$ cat src/rtl/ecal_pkg.sv
// shared constants, types and helpers for the epoch seconds to calendar block
// no dependencies
package ecal_pkg;

    localparam int CNT_W   = 32;
    localparam int OFS_W   = 17;
    localparam int DAYS_W  = 16;
    localparam int HMS_W   = 17;
    localparam int YEAR_W  = 12;
    localparam int MONTH_W = 4;
    localparam int DAY_W   = 5;
    localparam int HOUR_W  = 5;
    localparam int MIN_W   = 6;
    localparam int SEC_W   = 6;
    localparam int WDAY_W  = 3;
    localparam int DOY_W   = 9;

    localparam int STAGES  = 8;

    localparam logic [OFS_W-1:0] ZONE_RESET = 17'd28800;

    // days = (local >> 7) / 675, exact for 25-bit operands
    localparam logic [25:0] DAY_RECIP = 26'd50903317;
    localparam logic [16:0] SECS_PER_DAY = 17'd86400;

    // day count from 1968-01-01 on a plain four-year cycle, with a phantom
    // 2100-02-29 inserted so dates from 2100-03-01 on land right
    localparam logic [DAYS_W-1:0] MAR_2100   = 16'd47541;
    localparam logic [DAYS_W-1:0] SHIFT_PRE  = 16'd731;
    localparam logic [DAYS_W-1:0] SHIFT_POST = 16'd732;
    localparam logic [16:0] QUAD_RECIP = 17'd91868;
    localparam logic [10:0] QUAD_DAYS  = 11'd1461;
    localparam logic [YEAR_W-1:0] BASE_YEAR = 12'd1968;

    localparam logic [17:0] HOUR_RECIP    = 18'd149131;
    localparam logic [11:0] SECS_PER_HOUR = 12'd3600;
    localparam logic [12:0] MIN_RECIP     = 13'd4370;
    localparam logic [5:0]  SECS_PER_MIN  = 6'd60;

    localparam logic [DOY_W-1:0] MONTH_START [12] = '{
        9'd0, 9'd31, 9'd59, 9'd90, 9'd120, 9'd151,
        9'd181, 9'd212, 9'd243, 9'd273, 9'd304, 9'd334
    };

    typedef struct packed {
        logic [DAYS_W-1:0] shifted_days;
        logic [HMS_W-1:0]  hms;
        logic [WDAY_W-1:0] weekday;
    } t_split;

    // residue mod 7 by folding octal digits
    function automatic logic [WDAY_W-1:0] mod7(input logic [DAYS_W-1:0] v);
        logic [5:0] s1;
        logic [3:0] s2;
        logic [3:0] s3;
        begin
            s1 = 6'(v[2:0]) + 6'(v[5:3]) + 6'(v[8:6]) + 6'(v[11:9])
               + 6'(v[14:12]) + 6'(v[15]);
            s2 = 4'(s1[2:0]) + 4'(s1[5:3]);
            s3 = 4'(s2[2:0]) + 4'(s2[3]);
            if (s3 >= 4'd7) begin
                return 3'(s3 - 4'd7);
            end
            return s3[2:0];
        end
    endfunction

endpackage

$ cat src/rtl/ecal_split.sv
// first four pipeline stages: zone offset, day count, time of day, weekday
// depends on ecal_pkg
module ecal_split (
    input  logic                          i_clk,
    input  logic                          i_en,
    input  logic [ecal_pkg::CNT_W-1:0]    i_counter,
    input  logic signed [ecal_pkg::OFS_W-1:0] i_offset,
    output ecal_pkg::t_split              o_split
);
    import ecal_pkg::*;

    logic [CNT_W-1:0]  r_local;
    logic [50:0]       r_dprod;
    logic [HMS_W-1:0]  r_low1;
    logic [DAYS_W-1:0] r_days;
    logic [HMS_W-1:0]  r_dmul;
    logic [HMS_W-1:0]  r_low2;
    t_split            r_split;

    logic [DAYS_W-1:0] n_days;
    logic [HMS_W-1:0]  n_dmul;
    t_split            n_split;

    always_comb begin
        n_days = r_dprod[50:35];
        n_dmul = {1'b0, n_days} * SECS_PER_DAY;
        n_split.hms = r_low2 - r_dmul;
        n_split.shifted_days = r_days + ((r_days >= MAR_2100) ? SHIFT_POST : SHIFT_PRE);
        n_split.weekday = mod7(r_days + 16'd4);
    end

    always_ff @(posedge i_clk) begin
        if (i_en) begin
            r_local <= i_counter + {{(CNT_W-OFS_W){i_offset[OFS_W-1]}}, i_offset};
            r_dprod <= {26'd0, r_local[31:7]} * {25'd0, DAY_RECIP};
            r_low1  <= r_local[HMS_W-1:0];
            r_days  <= n_days;
            r_dmul  <= n_dmul;
            r_low2  <= r_low1;
            r_split <= n_split;
        end
    end

    assign o_split = r_split;

endmodule

$ cat src/rtl/ecal_date.sv
// last four stages of the date path: four-year cycle, year, month, day
// depends on ecal_pkg
module ecal_date (
    input  logic                          i_clk,
    input  logic                          i_en,
    input  ecal_pkg::t_split              i_split,
    output logic [ecal_pkg::YEAR_W-1:0]   o_year,
    output logic [ecal_pkg::MONTH_W-1:0]  o_month,
    output logic [ecal_pkg::DAY_W-1:0]    o_day,
    output logic [ecal_pkg::WDAY_W-1:0]   o_weekday
);
    import ecal_pkg::*;

    logic [32:0]        r_qprod;
    logic [DAYS_W-1:0]  r_dp;
    logic [5:0]         r_q4;
    logic [10:0]        r_r4;
    logic [YEAR_W-1:0]  r_year7;
    logic [DOY_W-1:0]   r_ry;
    logic               r_leap;
    logic [WDAY_W-1:0]  r_wd5;
    logic [WDAY_W-1:0]  r_wd6;
    logic [WDAY_W-1:0]  r_wd7;
    logic [WDAY_W-1:0]  r_wd8;
    logic [YEAR_W-1:0]  r_year8;
    logic [MONTH_W-1:0] r_month;
    logic [DAY_W-1:0]   r_day;

    logic [5:0]         n_q4;
    logic [16:0]        n_qmul;
    logic [16:0]        n_r4;
    logic [1:0]         n_yo;
    logic [DOY_W-1:0]   n_ry;
    logic [YEAR_W-1:0]  n_year;
    logic [DOY_W-1:0]   n_st;
    logic [MONTH_W-1:0] n_month;
    logic [DOY_W-1:0]   n_start;
    logic [DOY_W-1:0]   n_day;

    always_comb begin
        n_q4   = r_qprod[32:27];
        n_qmul = {11'd0, n_q4} * {6'd0, QUAD_DAYS};
        n_r4   = {1'b0, r_dp} - n_qmul;
    end

    always_comb begin
        if (r_r4 < 11'd366) begin
            n_yo = 2'd0;
            n_ry = r_r4[DOY_W-1:0];
        end else if (r_r4 < 11'd731) begin
            n_yo = 2'd1;
            n_ry = 9'(r_r4 - 11'd366);
        end else if (r_r4 < 11'd1096) begin
            n_yo = 2'd2;
            n_ry = 9'(r_r4 - 11'd731);
        end else begin
            n_yo = 2'd3;
            n_ry = 9'(r_r4 - 11'd1096);
        end
        n_year = BASE_YEAR + {4'd0, r_q4, 2'b00} + {10'd0, n_yo};
    end

    always_comb begin
        n_st    = '0;
        n_month = 4'd1;
        for (int i = 1; i < 12; i++) begin
            n_st = MONTH_START[i] + ((i >= 2) ? {8'd0, r_leap} : 9'd0);
            if (r_ry >= n_st) begin
                n_month = 4'(i + 1);
            end
        end
        n_start = MONTH_START[4'(n_month - 4'd1)]
                + ((n_month > 4'd2) ? {8'd0, r_leap} : 9'd0);
        n_day   = r_ry - n_start + 9'd1;
    end

    always_ff @(posedge i_clk) begin
        if (i_en) begin
            r_qprod <= {17'd0, i_split.shifted_days} * {16'd0, QUAD_RECIP};
            r_dp    <= i_split.shifted_days;
            r_wd5   <= i_split.weekday;
            r_q4    <= n_q4;
            r_r4    <= n_r4[10:0];
            r_wd6   <= r_wd5;
            r_year7 <= n_year;
            r_ry    <= n_ry;
            r_leap  <= (n_yo == 2'd0);
            r_wd7   <= r_wd6;
            r_year8 <= r_year7;
            r_month <= n_month;
            r_day   <= n_day[DAY_W-1:0];
            r_wd8   <= r_wd7;
        end
    end

    assign o_year    = r_year8;
    assign o_month   = r_month;
    assign o_day     = r_day;
    assign o_weekday = r_wd8;

endmodule

$ cat src/rtl/ecal_clock.sv
// last four stages of the time path: hour, minute, second
// depends on ecal_pkg
module ecal_clock (
    input  logic                         i_clk,
    input  logic                         i_en,
    input  logic [ecal_pkg::HMS_W-1:0]   i_hms,
    output logic [ecal_pkg::HOUR_W-1:0]  o_hour,
    output logic [ecal_pkg::MIN_W-1:0]   o_minute,
    output logic [ecal_pkg::SEC_W-1:0]   o_second
);
    import ecal_pkg::*;

    logic [34:0]       r_hprod;
    logic [HMS_W-1:0]  r_hms5;
    logic [HOUR_W-1:0] r_hour6;
    logic [11:0]       r_hrem6;
    logic [24:0]       r_mprod;
    logic [11:0]       r_hrem7;
    logic [HOUR_W-1:0] r_hour7;
    logic [HOUR_W-1:0] r_hour8;
    logic [MIN_W-1:0]  r_minute;
    logic [SEC_W-1:0]  r_second;

    logic [HOUR_W-1:0] n_hour;
    logic [16:0]       n_hmul;
    logic [16:0]       n_hrem;
    logic [MIN_W-1:0]  n_minute;
    logic [11:0]       n_mmul;
    logic [11:0]       n_sec;

    always_comb begin
        n_hour   = r_hprod[33:29];
        n_hmul   = {12'd0, n_hour} * {5'd0, SECS_PER_HOUR};
        n_hrem   = r_hms5 - n_hmul;
        n_minute = r_mprod[23:18];
        n_mmul   = {6'd0, n_minute} * {6'd0, SECS_PER_MIN};
        n_sec    = r_hrem7 - n_mmul;
    end

    always_ff @(posedge i_clk) begin
        if (i_en) begin
            r_hprod  <= {18'd0, i_hms} * {17'd0, HOUR_RECIP};
            r_hms5   <= i_hms;
            r_hour6  <= n_hour;
            r_hrem6  <= n_hrem[11:0];
            r_mprod  <= {13'd0, r_hrem6} * {12'd0, MIN_RECIP};
            r_hrem7  <= r_hrem6;
            r_hour7  <= r_hour6;
            r_hour8  <= r_hour7;
            r_minute <= n_minute;
            r_second <= n_sec[SEC_W-1:0];
        end
    end

    assign o_hour   = r_hour8;
    assign o_minute = r_minute;
    assign o_second = r_second;

endmodule

$ cat src/rtl/epoch_seconds_to_calendar.sv
// top level: epoch seconds plus zone offset to local calendar date and time
// depends on ecal_pkg, ecal_split, ecal_date, ecal_clock
// pipeline: eight register stages from request to result
// throughput: one request per cycle; a result held on the output stalls all stages
// reset: synchronous active low, clears the stage valid bits and sets the offset to 28800
module epoch_seconds_to_calendar (
    input  logic                              i_clk,
    input  logic                              i_rst_n,
    input  logic                              i_in_valid,
    output logic                              o_in_ready,
    input  logic [ecal_pkg::CNT_W-1:0]        i_counter_seconds,
    output logic                              o_out_valid,
    input  logic                              i_out_ready,
    output logic [ecal_pkg::YEAR_W-1:0]       o_year,
    output logic [ecal_pkg::MONTH_W-1:0]      o_month,
    output logic [ecal_pkg::DAY_W-1:0]        o_day_of_month,
    output logic [ecal_pkg::HOUR_W-1:0]       o_hour,
    output logic [ecal_pkg::MIN_W-1:0]        o_minute,
    output logic [ecal_pkg::SEC_W-1:0]        o_second,
    output logic [ecal_pkg::WDAY_W-1:0]       o_weekday,
    input  logic                              i_cfg_valid,
    output logic                              o_cfg_ready,
    input  logic signed [ecal_pkg::OFS_W-1:0] i_cfg_zone_offset_seconds
);
    import ecal_pkg::*;

    logic [STAGES-1:0]       r_vld;
    logic signed [OFS_W-1:0] r_zone;
    logic                    w_en;
    t_split                  w_split;

    assign w_en        = ~r_vld[STAGES-1] | i_out_ready;
    assign o_in_ready  = w_en;
    assign o_out_valid = r_vld[STAGES-1];
    assign o_cfg_ready = 1'b1;

    always_ff @(posedge i_clk) begin
        if (!i_rst_n) begin
            r_vld  <= '0;
            r_zone <= ZONE_RESET;
        end else begin
            if (w_en) begin
                r_vld <= {r_vld[STAGES-2:0], i_in_valid};
            end
            if (i_cfg_valid) begin
                r_zone <= i_cfg_zone_offset_seconds;
            end
        end
    end

    ecal_split u_split (
        .i_clk     (i_clk),
        .i_en      (w_en),
        .i_counter (i_counter_seconds),
        .i_offset  (r_zone),
        .o_split   (w_split)
    );

    ecal_date u_date (
        .i_clk     (i_clk),
        .i_en      (w_en),
        .i_split   (w_split),
        .o_year    (o_year),
        .o_month   (o_month),
        .o_day     (o_day_of_month),
        .o_weekday (o_weekday)
    );

    ecal_clock u_clock (
        .i_clk    (i_clk),
        .i_en     (w_en),
        .i_hms    (w_split.hms),
        .o_hour   (o_hour),
        .o_minute (o_minute),
        .o_second (o_second)
    );

endmodule

$ cat config.mk
export PLATFORM = sky130hd
export DESIGN_NAME = epoch_seconds_to_calendar
export DESIGN_NICKNAME = d
export VERILOG_FILES = /design/src/rtl/ecal_pkg.sv /design/src/rtl/ecal_split.sv /design/src/rtl/ecal_date.sv /design/src/rtl/ecal_clock.sv /design/src/rtl/epoch_seconds_to_calendar.sv
export SDC_FILE = /design/constraint.sdc
export NUM_CORES = 2
export LEC_CHECK = 0
export ABC_AREA = 1
export ABC_CLOCK_PERIOD_IN_PS = 8100
export BUFFER_PORTS_ARGS = -buffer_cell sky130_fd_sc_hd__buf_4
export CAP_MARGIN = 20
export CORE_ASPECT_RATIO = 1.25
export CORE_MARGIN = 5
export CORE_UTILIZATION = 50
export CTS_BUF_LIST = sky130_fd_sc_hd__clkbuf_8
export CTS_CLUSTER_SIZE = 16
export DETAILED_ROUTE_END_ITERATION = 16
export GPL_TIMING_DRIVEN = 1
export PLACE_DENSITY = 0.66
export SLEW_MARGIN = 25
export SYNTH_ARGS = -nofsm -noshare
export SYNTH_HDL_FRONTEND = slang
export SYNTH_SLANG_ARGS = --single-unit
$ cat constraint.sdc
create_clock -name i_clk -period 8.1 [get_ports i_clk]
set_input_delay 0.405 -clock i_clk [delete_from_list [all_inputs] [get_ports i_clk]]
set_output_delay 0.405 -clock i_clk [all_outputs]
set_load 0.1 [all_outputs]
==> results <==
- The run finished with clean final reports.
- The element type at the critical path start is a register.
- The synthesized design devotes to its leading area cell type 26.1% of total area.
- For the final routed database, the setup TNS stands at 0 ns.
- The number of max-cap violations is 0.
- The library cell appearing most often on the critical path is fa_1.
- The clock-pin slew reported for the worst setup and hold paths after clock tree synthesis is 0.06 ns.
- The endpoint identified for the worst register-to-register timing path is u_split.r_dprod[45].
- For this design, the slowest cell found on the critical path is edfxtp_1.
- The portion of the clock cycle consumed by the worst path in the final layout is 77.4%.
- The starting density of the core is 50.2%.
- The worst pin sits at a relative slew slack of 37.3%.
- The area taken by multi-input logic gates is 0.0241 mm^2.
- Yosys printed 0 warnings.
- After global routing the overflow that remains totals 0.
- In the final layout, flip-flops and latches occupy 0.00945 mm^2.
- The count of unresolved DRC violations after routing is 0.
- The critical path goes through ha_1 > fa_1 > inv_1 > fa_1 > inv_1 > fa_1 > inv_1 > fa_1 > fa_1 > inv_1 > fa_1 > ha_1 > a21oi_1 > inv_1 > a31oi_1 > o21ai_0 > a21oi_1 > nand3_1 > a31oi_1 > xnor2_1.
- Timing would allow up to 159 MHz.
- The first global-routing pass estimated 128000 um of wire.
- Counting cells, the worst reg-to-reg path comes to 20.
- During placement, the flow inserted port buffers numbering 96.
- For flop-to-flop paths, the worst setup slack is 1.83 ns.
- The arrival time reported for the critical path endpoint is 6.68 ns.
- For this block, the via count after detailed routing is 24.2k.
- The count of flip-flops with a built-in enable after synthesis is 298.
- The number of filler instances in the final layout is 6488.
- The die covers 0.0791 mm^2.
- The critical path required time is 8.51 ns.
- After the first detailed-routing iteration, the DRC count stood at 821.
- Across every metal layer, demand over resource in global routing totals 19.9%.
- The count of nets left with antenna violations once routing finished came out at 0.
- The critical register-to-register path startpoint is u_split.r_local[26].
- The highest fanout seen on the critical path is 7.
- Buffers inserted during clock tree synthesis total 54.
- The placement row count is 111.
- The HPWL after detailed placement is 65500 um.
- Summing every instance area after synthesis gives 0.0368 mm^2.
- Yosys mapped the design onto 57 distinct sky130hd cell types.
- In the layout the commonest cells are 856 x inv_1, 768 x ha_1, 390 x fa_1.
- Setup repair after global routing left no endpoint under its margin.
- The library cell used most frequently in the layout, excluding fill and tap cells, is inv_1.
- The TritonCTS sink count is 323.
- Setup violations remaining at the end of the flow were counted as 0.
- The start point of the critical path is u_split.r_local[26].
- The critical path capture point is u_split.r_dprod[45].
- CTS built an H-tree with a depth of 2.
- The via count of the first global-routing pass came to 26.2k.
- Clock latency on the worst-skew pair, taken at its later pin, is 0.69 ns.
- The initial antenna violation count is 1.
- The class of the tightest hold or removal check is input port to register.
- The die is 313 um tall.
- The delay contributed by the slowest stage of the critical path is 0.59 ns.
- The number of nets in the final layout is 4956.
- The pin count of the biggest net entering global routing is 122.
- The number of nets in the synthesized netlist is 4783.
- The synthesized instance count is 3571.
- The floorplan step set the die width to 253 um.
- The post-CTS repair timing setup buffer count is 0.
- ha_1 takes more of the synthesized area than any other cell.
- For this run, the leading register cell type out of synthesis is edfxtp_1.
- The CTS tree is built.
- Sequential cells were found to cover 25.7% of the synthesized design area.
- Counting I/O delays and the setup requirement, the final critical path takes 6.27 ns.
- The pin slew with the least headroom to its limit is 0.941 ns.
- The clock tree root driver cell is clkbuf_8.
- The proportion of synthesized flip-flops having asynchronous set or reset is 0%.
- The via-per-instance ratio is 5.09.
- The final hold violation count is 0.
- The maximum root-to-sink buffer count is 3.
- The wire length per cell is 16.2 um.
- The first detailed-routing pass ran for 5 iterations.
- The core area is 0.0732 mm^2.
- Routability-driven placement finished with a final weighted congestion of 0.940.
- Counting flops and latches in the post-synthesis netlist gives 323.
- By area the synthesized netlist is led by ha_1 26%, edfxtp_1 24%, fa_1 21%.
- The worst setup path is captured at a register.
- The synthesis-to-finish area growth is 8.72%.
- Post-CTS repair changed the size of 0 cells.
- The routed design has 76700 um of wire.
- Pin placement for this block handled 98 I/O pins.
- The max-slew violation count is 0.
- A synthesized cell averages 10.3 um^2.
- The number of hold buffers added after cts is 26.
- The classification of the worst setup path is register to register.
- The ratio of cells with drive above 1 in the final layout is 5.71%.
- For the final database, setup skew stands at 0.0423 ns.
cell usage after synthesis, types with 7 or more instances:
| cell | count |
|---|---|
| nor3_1 | 21 |
| o211ai_1 | 15 |
| a21o_1 | 14 |
| xor2_1 | 118 |
| nand2_1 | 296 |
| inv_1 | 848 |
| o31ai_1 | 9 |
| nor4_1 | 8 |
| nand3_1 | 64 |
| o21ai_0 | 117 |
| dfxtp_1 | 25 |
| a21oi_1 | 197 |
| fa_1 | 390 |
| nand4_1 | 19 |
| nor2_1 | 176 |
| ha_1 | 768 |
| o221ai_1 | 9 |
| edfxtp_1 | 298 |
| a31oi_1 | 21 |
| xnor2_1 | 55 |
| o21a_1 | 11 |
| nand2_2 | 7 |
worst max-delay path: cells and delay by family, from the launching register on:
family | cells | cell delay, ns
flip-flops | 1 | 0.59
buffers and inverters | 5 | 0.28
AO/OA/AOI/OAI | 5 | 1.08
XOR/XNOR | 1 | 0.09
adder cells (fa/ha/maj) | 8 | 3.79
AND/OR/NAND/NOR | 1 | 0.19
flip-flops by register name (all words and copies together) (netlist names), 16 cells and up:
name / count
u_split.r_low1: 17
r_zone: 17
u_split.r_low2: 17
u_split.r_days: 16
u_split.r_dprod: 16
u_split.r_local: 32
u_split.o_split: 36
how the worst min path moves through the flow:
stage	startpoint	endpoint	slack [ns]	cells past startpoint
final	i_cfg_valid	r_zone[16]	0.12	3
after global routing	i_cfg_valid	r_zone[16]	0.10	3
after CTS	i_cfg_valid	r_zone[16]	0.04	3
after detailed placement	u_clock.r_hms5[2]	u_clock.r_hrem6[2]	0.40	0
after global placement	u_clock.r_hour6[3]	u_clock.r_hour7[3]	0.40	0
after floorplan	u_clock.r_hour7[0]	u_clock.o_hour[0]	0.40	0
cells by family (layout without fill, tap and decap cells):
logic type	after synthesis	after routing	share of synthesized area, %
AND/OR/NAND/NOR	614	614	7.03
adder cells (fa/ha/maj)	1158	1158	47.4
AO/OA/AOI/OAI	435	435	6.83
buffers and inverters	865	1080	8.88
XOR/XNOR	173	173	4.12
multiplexers	2	2	0.0613
other	1	2	0.0102
flip-flops	323	323	25.7
per-stage QoR:
step	setup slack, ns	instances	util (%)	area [um^2]	hold slack (ns)
detailed placement	1.83	4622	52.8	38700	0.405
floorplan	0.132	3571	-	36800	0.400
global placement	1.86	4622	52.8	38700	0.401
finish	1.83	4747	54.6	40000	0.121
global route	1.51	4747	54.6	40000	0.102
CTS	1.83	4746	54.6	40000	0.0360
per-layer routing:
layer | up-vias | global-route usage [%] | routed length [um]
met5 | - | 0 | 0
met2 | 373 | 39.0 | 42000
li1 | 12007 | - | -
met4 | 0 | 8.16 | 3620
met1 | 11605 | 21.5 | 28800
met3 | 171 | 2.26 | 2210
area by class of cell:
| class | count | area share (%) |
|---|---|---|
| sequential | 323 | 23.6 |
| clock buffer | 54 | 1.86 |
| timing repair buffer | 125 | 2.51 |
| inverter | 857 | 8.07 |
| tap | 960 | 3.01 |
| multi-input combinational | 2383 | 60.2 |
| clock inverter | 44 | 0.733 |
| antenna | 1 | 0.00626 |
Power is left out: the tool's default activity adds up to more than one toggle a clock period on the data nets, which glitch-free logic cannot reach.
